[src/rtl/gsgm_pkg.sv]
// gsgm_pkg: shared types and constants of the gf2 series generating matrix core
// depends on nothing; used by every rtl module of the block
`timescale 1ns / 1ps
`default_nettype none

package gsgm_pkg;

  // fixed field widths
  localparam int unsigned DATA_W         = 64;
  localparam int unsigned DEG_W          = 7;
  localparam int unsigned IDX_W          = 6;
  localparam int unsigned ADDR_W         = 4;
  localparam int unsigned MAX_DEGREE_DEF = 64;

  // register reset values
  localparam logic [DATA_W-1:0] COEFFS_RST = '0;
  localparam logic [DEG_W-1:0]  DEGREE_RST = 7'd32;

  // register indexes, decoded from the 8-byte word address
  typedef enum logic {
    REG_COEFFS = 1'b0,
    REG_DEGREE = 1'b1
  } gsgm_reg_e;

  // sequencer states
  typedef enum logic [1:0] {
    ST_IDLE,
    ST_FILL,
    ST_EMIT
  } gsgm_state_e;

  // common control for the cell row
  typedef struct packed {
    logic clear;
    logic shift;
  } gsgm_cell_ctrl_t;

  // sequencer outputs to the datapath
  typedef struct packed {
    gsgm_cell_ctrl_t row;
    logic            load;
    logic            out_valid;
    logic            last;
  } gsgm_seq_t;

endpackage

`default_nettype wire

[src/rtl/gsgm_cell.sv]
// gsgm_cell: one row of the series window, a single bit handed to its lower neighbor
// depends on gsgm_pkg
`timescale 1ns / 1ps
`default_nettype none

module gsgm_cell (
  input  logic                     clk_i,
  input  logic                     rst_ni,
  input  gsgm_pkg::gsgm_cell_ctrl_t ctrl_i,
  input  logic                     active_i,
  input  logic                     tail_i,
  input  logic                     nbr_i,
  input  logic                     fb_i,
  input  logic                     coef_i,
  output logic                     bit_o,
  output logic                     tap_o
);
  import gsgm_pkg::*;

  logic bit_d, bit_q;

  // rows beyond the degree stay zero, the tail row takes the new series bit
  always_comb begin
    bit_d = bit_q;
    if (ctrl_i.clear) begin
      bit_d = 1'b0;
    end else if (ctrl_i.shift) begin
      bit_d = active_i ? (tail_i ? fb_i : nbr_i) : 1'b0;
    end
  end

  always_ff @(posedge clk_i or negedge rst_ni) begin
    if (!rst_ni) begin
      bit_q <= 1'b0;
    end else begin
      bit_q <= bit_d;
    end
  end

  // contribution of this row to the feedback parity
  assign bit_o = bit_q;
  assign tap_o = bit_q & coef_i;

endmodule

`default_nettype wire

[src/rtl/gsgm_ctrl.sv]
// gsgm_ctrl: sequencer for window fill and column emission
// depends on gsgm_pkg
`timescale 1ns / 1ps
`default_nettype none

module gsgm_ctrl #(
  parameter int unsigned MAX_DEGREE = gsgm_pkg::MAX_DEGREE_DEF,
  localparam int unsigned IW        = $clog2(MAX_DEGREE)
) (
  input  logic               clk_i,
  input  logic               rst_ni,
  input  logic               in_valid_i,
  output logic               in_ready_o,
  input  logic               out_ready_i,
  input  logic               m_zero_i,
  input  logic [IW-1:0]      m_last_i,
  output gsgm_pkg::gsgm_seq_t seq_o,
  output logic [IW-1:0]      cnt_o
);
  import gsgm_pkg::*;

  gsgm_state_e state_d, state_q;
  logic [IW-1:0] cnt_d, cnt_q;
  logic          at_last;

  assign at_last = (cnt_q == m_last_i);

  // next state and counter
  always_comb begin
    state_d = state_q;
    cnt_d   = cnt_q;
    unique case (state_q)
      ST_IDLE: begin
        cnt_d = '0;
        if (in_valid_i && !m_zero_i) begin
          state_d = ST_FILL;
        end
      end
      ST_FILL: begin
        if (at_last) begin
          state_d = ST_EMIT;
          cnt_d   = '0;
        end else begin
          cnt_d = cnt_q + 1'b1;
        end
      end
      ST_EMIT: begin
        if (out_ready_i) begin
          if (at_last) begin
            state_d = ST_IDLE;
            cnt_d   = '0;
          end else begin
            cnt_d = cnt_q + 1'b1;
          end
        end
      end
      default: begin
        state_d = ST_IDLE;
        cnt_d   = '0;
      end
    endcase
  end

  // outputs
  always_comb begin
    in_ready_o      = 1'b0;
    seq_o           = '0;
    seq_o.last      = at_last;
    unique case (state_q)
      ST_IDLE: begin
        in_ready_o      = 1'b1;
        seq_o.load      = in_valid_i;
        seq_o.row.clear = in_valid_i;
      end
      ST_FILL: begin
        seq_o.row.shift = 1'b1;
      end
      ST_EMIT: begin
        seq_o.out_valid = 1'b1;
        seq_o.row.shift = out_ready_i && !at_last;
      end
      default: begin
        in_ready_o = 1'b0;
      end
    endcase
  end

  always_ff @(posedge clk_i or negedge rst_ni) begin
    if (!rst_ni) begin
      state_q <= ST_IDLE;
      cnt_q   <= '0;
    end else begin
      state_q <= state_d;
      cnt_q   <= cnt_d;
    end
  end

  assign cnt_o = cnt_q;

endmodule

`default_nettype wire

[src/rtl/gf2_series_generating_matrix_core.sv]
// gf2_series_generating_matrix_core: top level, config registers, q stream and cell row
// depends on gsgm_pkg, gsgm_cell, gsgm_ctrl
// output: after the input transfer the window fills, then one column per cycle while out_ready_i is high
// input: a new polynomial is accepted only in ST_IDLE, once the last column of the previous one
//   has been taken; the cell row produces one series bit per cycle while it shifts
// reset: sequencer idle, window cleared, modulus coefficients 0, degree 32
`timescale 1ns / 1ps
`default_nettype none

module gf2_series_generating_matrix_core #(
  parameter int unsigned MAX_DEGREE = gsgm_pkg::MAX_DEGREE_DEF
) (
  input  logic                         clk_i,
  input  logic                         rst_ni,
  // config port
  input  logic                         psel,
  input  logic                         penable,
  input  logic                         pwrite,
  input  logic [gsgm_pkg::ADDR_W-1:0]  paddr,
  input  logic [gsgm_pkg::DATA_W-1:0]  pwdata,
  output logic [gsgm_pkg::DATA_W-1:0]  prdata,
  output logic                         pready,
  // input channel
  input  logic                         in_valid_i,
  output logic                         in_ready_o,
  input  logic [gsgm_pkg::DATA_W-1:0]  gen_poly_i,
  // output channel
  output logic                         out_valid_o,
  input  logic                         out_ready_i,
  output logic [gsgm_pkg::IDX_W-1:0]   column_index_o,
  output logic [gsgm_pkg::DATA_W-1:0]  column_bits_o,
  output logic                         last_column_o
);
  import gsgm_pkg::*;

  localparam int unsigned IW = $clog2(MAX_DEGREE);

  logic [DATA_W-1:0] coeffs_q;
  logic [DEG_W-1:0]  degree_q;
  logic              cfg_wr;
  gsgm_reg_e         reg_sel;

  // config write transfer and readback
  assign pready  = 1'b1;
  assign cfg_wr  = psel && penable && pwrite;
  assign reg_sel = gsgm_reg_e'(paddr[ADDR_W-1]);

  always_ff @(posedge clk_i or negedge rst_ni) begin
    if (!rst_ni) begin
      coeffs_q <= COEFFS_RST;
      degree_q <= DEGREE_RST;
    end else if (cfg_wr) begin
      unique case (reg_sel)
        REG_COEFFS: coeffs_q <= pwdata;
        REG_DEGREE: degree_q <= pwdata[DEG_W-1:0];
        default:    coeffs_q <= coeffs_q;
      endcase
    end
  end

  always_comb begin
    unique case (reg_sel)
      REG_COEFFS: prdata = coeffs_q;
      REG_DEGREE: prdata = DATA_W'(degree_q);
      default:    prdata = '0;
    endcase
  end

  // effective degree, saturated to the row length
  logic          m_zero;
  logic [IW-1:0] m_last;

  assign m_zero = (degree_q == '0);
  assign m_last = (degree_q > DEG_W'(MAX_DEGREE)) ? IW'(MAX_DEGREE - 1)
                                                   : IW'(degree_q - 1'b1);

  // sequencer
  gsgm_seq_t     seq;
  logic [IW-1:0] cnt;

  gsgm_ctrl #(
    .MAX_DEGREE (MAX_DEGREE)
  ) u_ctrl (
    .clk_i       (clk_i),
    .rst_ni      (rst_ni),
    .in_valid_i  (in_valid_i),
    .in_ready_o  (in_ready_o),
    .out_ready_i (out_ready_i),
    .m_zero_i    (m_zero),
    .m_last_i    (m_last),
    .seq_o       (seq),
    .cnt_o       (cnt)
  );

  // generating polynomial, streamed from coefficient m-1 downward
  logic [MAX_DEGREE-1:0] q_d, q_q;
  logic                  q_bit;

  always_comb begin
    q_d = q_q;
    if (seq.load) begin
      q_d = gen_poly_i[MAX_DEGREE-1:0];
    end else if (seq.row.shift) begin
      q_d = {q_q[MAX_DEGREE-2:0], 1'b0};
    end
  end

  always_ff @(posedge clk_i) begin
    q_q <= q_d;
  end

  assign q_bit = q_q[m_last];

  // cell row: row r holds series bit c+r+1 while column c is shown
  logic [MAX_DEGREE-1:0] win;
  logic [MAX_DEGREE-1:0] taps;
  logic                  fb;

  assign fb = q_bit ^ (^taps);

  for (genvar r = 0; r < MAX_DEGREE; r++) begin : g_cell
    logic nbr;
    if (r == MAX_DEGREE - 1) begin : g_end
      assign nbr = 1'b0;
    end else begin : g_mid
      assign nbr = win[r+1];
    end

    gsgm_cell u_cell (
      .clk_i    (clk_i),
      .rst_ni   (rst_ni),
      .ctrl_i   (seq.row),
      .active_i (IW'(r) <= m_last),
      .tail_i   (IW'(r) == m_last),
      .nbr_i    (nbr),
      .fb_i     (fb),
      .coef_i   (coeffs_q[r]),
      .bit_o    (win[r]),
      .tap_o    (taps[r])
    );
  end

  // result
  assign out_valid_o    = seq.out_valid;
  assign column_index_o = IDX_W'(cnt);
  assign column_bits_o  = DATA_W'(win);
  assign last_column_o  = seq.last;

endmodule

`default_nettype wire

[config.mk]
export PLATFORM = sky130hd
export DESIGN_NAME = gf2_series_generating_matrix_core
export DESIGN_NICKNAME = d
export VERILOG_FILES = /design/src/rtl/gsgm_pkg.sv /design/src/rtl/gsgm_cell.sv /design/src/rtl/gsgm_ctrl.sv /design/src/rtl/gf2_series_generating_matrix_core.sv
export SDC_FILE = /design/constraint.sdc
export NUM_CORES = 1
export LEC_CHECK = 0
export BUFFER_PORTS_ARGS = -buffer_cell sky130_fd_sc_hd__buf_2
export CORE_MARGIN = 1.5
export CORE_UTILIZATION = 61
export DETAILED_ROUTE_END_ITERATION = 10
export PLACE_DENSITY = 0.87
export SKIP_LAST_GASP = 1
export SLEW_MARGIN = 10
export SYNTH_ARGS = -nofsm -noshare
export SYNTH_HDL_FRONTEND = slang
export SYNTH_HIERARCHICAL = 1
export SYNTH_SLANG_ARGS = --single-unit
[constraint.sdc]
create_clock -name clk_i -period 12.6 [get_ports clk_i]
set_input_delay 0.63 -clock clk_i [delete_from_list [all_inputs] [get_ports clk_i]]
set_output_delay 0.63 -clock clk_i [all_outputs]
set_load 0.005 [all_outputs]
---- After elaboration in Yosys (flattened, before gate mapping) ----
Cells that the tools add are included.
operators by class
  add/sub/neg operators ................... 2
  magnitude comparators ................... 66
  equal/unequal tests ..................... 70
  multiplexer cells ....................... 274
  bitwise logic cells ..................... 66
  reduce and logical (&&, ||, !) cells .... 14
operators with widths
  operator                                            number
  2-to-1 mux 1 bit                                    260
  == test 6 bit, first input constant                 32
  <= comparator 6 bit, first input constant           32
  2-to-1 mux 64 bit                                   2
  one-hot mux 64 bit (2 select lines)                 1
  == test 5 x 6 -> 1 bit, first input constant        16
  <= comparator 5 x 6 -> 1 bit, first input constant  16
  AND 1 bit                                           64
  XOR reduction 64 bit                                1
  == test 4 x 6 -> 1 bit, first input constant        8
  <= comparator 4 x 6 -> 1 bit, first input constant  8
  == test 3 x 6 -> 1 bit, first input constant        4
  <= comparator 3 x 6 -> 1 bit, first input constant  4
  2-to-1 mux 6 bit                                    3
  == test 2 x 6 -> 1 bit, first input constant        2
  <= comparator 1 x 6 -> 1 bit, first input constant  2
  <= comparator 2 x 6 -> 1 bit, first input constant  2
  one-hot mux 6 bit (2 select lines)                  1
  2-to-1 mux 2 bit                                    4
  > comparator 7 bit, second input constant           1
  logical NOT 7 bit                                   1
  < comparator 6 x 7 -> 1 bit, second input constant  1
  adder 6 x 1 -> 6 bit, second input constant         1
  binary-select mux 1 bit (select 6 bit)              1
  18 further kinds                                    25
word-level totals
  register bits after elaboration ......... 207
  input port bits ......................... 139
  logic and storage cells ................. 561

---- Logic depth before layout (Yosys ltp) ----
  depth after elaboration ................. 9
  gate-level depth with buffers ........... 16
  mapped depth without buffers ............ 13

---- By module ----
The synthesis kept the hierarchy.
by module, submodules not included
  module                             times used  cells an instance  area each (um^2)  sequential area each (um^2)
  gf2_series_generating_matrix_core  1           795                8624.5            3699.8
  gsgm_cell                          64          6                  70.1              25.0
  gsgm_ctrl                          1           64                 615.6             200.2

---- Least setup slack after synthesis ----
Ideal clock, no wire load.
  path kind ............................... register -> register
  from .................................... register degree_q[0]
  to ...................................... register q_q[0], enable pin
  library setup time ...................... 394 ps
  arrival ................................. 7121 ps
  required time ........................... 12206 ps
  path slack .............................. 5085 ps
  cell stages (with the launch flop) ...... 16
  buffers on the path ..................... 3
  period minus slack after synthesis ...... 7515 ps
  cell sequence ........................... dfrtp_1 buf_2 buf_1 clkinv_1 ha_1 nor3b_2 a21oi_2 nor2_1 inv_1 clkbuf_1 xnor2_1 nand2_1 nor2_2 nor2_1 o21a_1 or2_2
RTL lines
  item                      line                                      RTL
  start: declaration        gf2_series_generating_matrix_core.sv:39   logic [DEG_W-1:0] degree_q;
  start signal: assignment  gf2_series_generating_matrix_core.sv:55   REG_DEGREE: degree_q <= pwdata[DEG_W-1:0];
  end signal: assignment    gf2_series_generating_matrix_core.sv:109  q_q <= q_d;
  end: declaration          gf2_series_generating_matrix_core.sv:96   logic [MAX_DEGREE-1:0] q_d, q_q;

==> metrics <==
Fin. Hold Viols 0; sequential cell area fraction in the yosys report 0.401; Yosys warning count 6; vias per cell 6.01; DRC 23; max-slew violation count 0; Max-Cap Viols 0; Num CTS Buffers 23; unrepaired setup endpoints after global routing no; post-CTS setup buffer count 0; initial antenna violation count 0; Static Leakage 6.40 nW; # hold bufs at CTS 0; Crit path max-delay family simple AND/OR/NAND/NOR gates; Std-Cell Rows 54; Synth cell types 79; peak supply drop 0.235 mV; Clock Pin Slew Worst Setup and Hold Paths 0.06 ns; Die H 153 µm; Power Dens Cells 208 nW/µm²; status finished with violations; final period utilization 0.391; critical path cell sequence clkinv_1 > ha_1 > nor3b_2 > a21oi_2 > nor3_4 > inv_2 > xnor2_1 > nand4_2 > nor2_2 > nor2_1 > o21a_4 > buf_4 > nand3b_1 > o32ai_2; Root Driver clkbuf_16; reg2reg path depth 14; Mapped Area 13700 µm²; die width 153 µm; final-report setup violation count 0; IO Pins 277; Hold Path Class in -> async; number of diodes 0; PostCTS Resize Cnt 0; Max-slew headroom 0.124; WL/cell 20.7 µm; ys async rst share 0.691; ys flop type dfrtp_1; Mapped Cells 1243; Crit path required time 13.01 ns; DP Wirelength 25100 µm; CP Capture Type flip-flop; first-pass GRT wire length 57300 µm; crit-path max FO 76; Die ar. 23400 µm²; failing checks design-rule violations; Worst Skew 0.0223 ns; crit-path max cell delay 0.88 ns; Initial Util 0.625; CP startpoint kind flip-flop; DRT Pass-1 Iters 9; DR vias 10.4k; fmax 203 MHz; GRT Residual Overflow 0; number of global-route vias before repair 10.5k; commonest non-fill, non-tap cell in the layout buf_2; routability cong. 0.933; Post-Route WL 36100 µm; Slew @ Worst Pin 1.30 ns; overall power 3.23 mW; critical path class reg -> reg; post-synthesis average cell area 11.0 µm²; layout cells sized above 1 0.431; CP bufs+invs 3; core area 22000 µm²; clock buffer depth 3; H-tree depth reported by CTS 1; largest net degree at the start of global routing 97; TritonCTS clock tree built; Yosys reg bits 207; Area Overhead vs Synth 13.3%; EDFF count, synth 64; Initial DRC Count 1184; Antenna Nets Post-Route 0; Skew-Pair Late Insertion Delay 0.53 ns; Worst path depth 14; all-layer global routing usage 0.308; commonest cells after routing, fill and taps aside 271 x buf_2, 142 x dfrtp_1, 141 x mux2_2; Period minus WS final 4.93 ns; Setup TNS 0 ns; CTS sink count 207; nets@finish 1593; Port Buffers 272; slowest CP cell buf_4; CP Data Arrival Time 5.33 ns
## Yosys cell counts (7+ instances only)
cell type / instances / area [µm²]
a21oi_1: 20 / 100
a31oi_1: 11 / 68.8
and2_2: 64 / 480
buf_4: 68 / 510
clkbuf_1: 33 / 124
dfrtp_1: 142 / 3550
edfxtp_1: 64 / 1920
ha_1: 8 / 100
inv_1: 81 / 304
mux2_2: 141 / 1590
mux2i_1: 72 / 721
nand2_1: 43 / 161
nand3_1: 10 / 50.1
nand3b_1: 65 / 488
nor2_1: 78 / 293
nor2b_1: 64 / 400
nor3_1: 18 / 90.1
nor4_1: 7 / 43.8
o21ai_0: 11 / 55.1
o32ai_2: 64 / 1040
xnor2_1: 65 / 569
xor2_1: 11 / 96.3
## path summary, 6_finish.rpt
check / to / slack [ns] / startpoint
setup / recovery: g_cell[27].u_cell/bit_o / 7.67 / degree_q[0]
hold / removal: coeffs_q[32] / 0.18 / rst_ni
setup reg to reg: g_cell[27].u_cell/bit_o / 7.67 / degree_q[0]
hold reg to reg: coeffs_q[8] / 0.51 / coeffs_q[8]
max in group asynchronous: degree_q[6] / 11.21 / rst_ni
min in group clk_i: coeffs_q[39] / 0.34 / pwdata[39]
## per-layer routing
metal / vias to the layer above / GRT usage / wire [µm]
li1: 4759 / - / -
met1: 5066 / 0.410 / 14700
met2: 535 / 0.512 / 17300
met3: 88 / 0.0559 / 3020
met4: 0 / 0.101 / 1080
met5: - / 0 / 0
## cell families after synthesis
kind of cell	share of synthesized area
compound gates	0.121
other cells	0.000547
mux	0.180
fa+ha+maj	0.00729
flops	0.401
buf+inv	0.0751
xor+xnor	0.0509
simple gates	0.165
## flip-flops by register name, indices dropped and copies added (netlist names)
register	count
coeffs_q	64
degree_q	7
g_cell.u_cell/bit_o	64
q_q	64
u_ctrl/cnt_o	6
u_ctrl/state_q	2
## stage by stage
step	instances	util	setup WS (ns)	hold WS, ns	cell area (µm²)
after CTS	1738	0.708	7.82	0.230	15500
after global placement	1701	0.678	7.94	0.493	14900
after global routing	1738	0.708	7.40	0.274	15500
after detailed placement	1701	0.678	7.88	0.503	14900
final	1738	0.708	7.67	0.175	15500
after floorplan	1244	-	5.08	0.334	13700
## area by class of cell
cell class,instances,area (µm²)
clock buffer,27,601
clock inverter,10,57.6
fill,1614,6410
inverter,86,328
multi-input combinational,840,7220
sequential,207,5500
tap,280,350
timing repair buffer,288,1490
## where the power goes
part	switching [mW]	internal [mW]
Sequential	0.136	0.957
Combinational	0.957	0.568
Clock	0.270	0.338
Power figures use the tool's default switching activity.
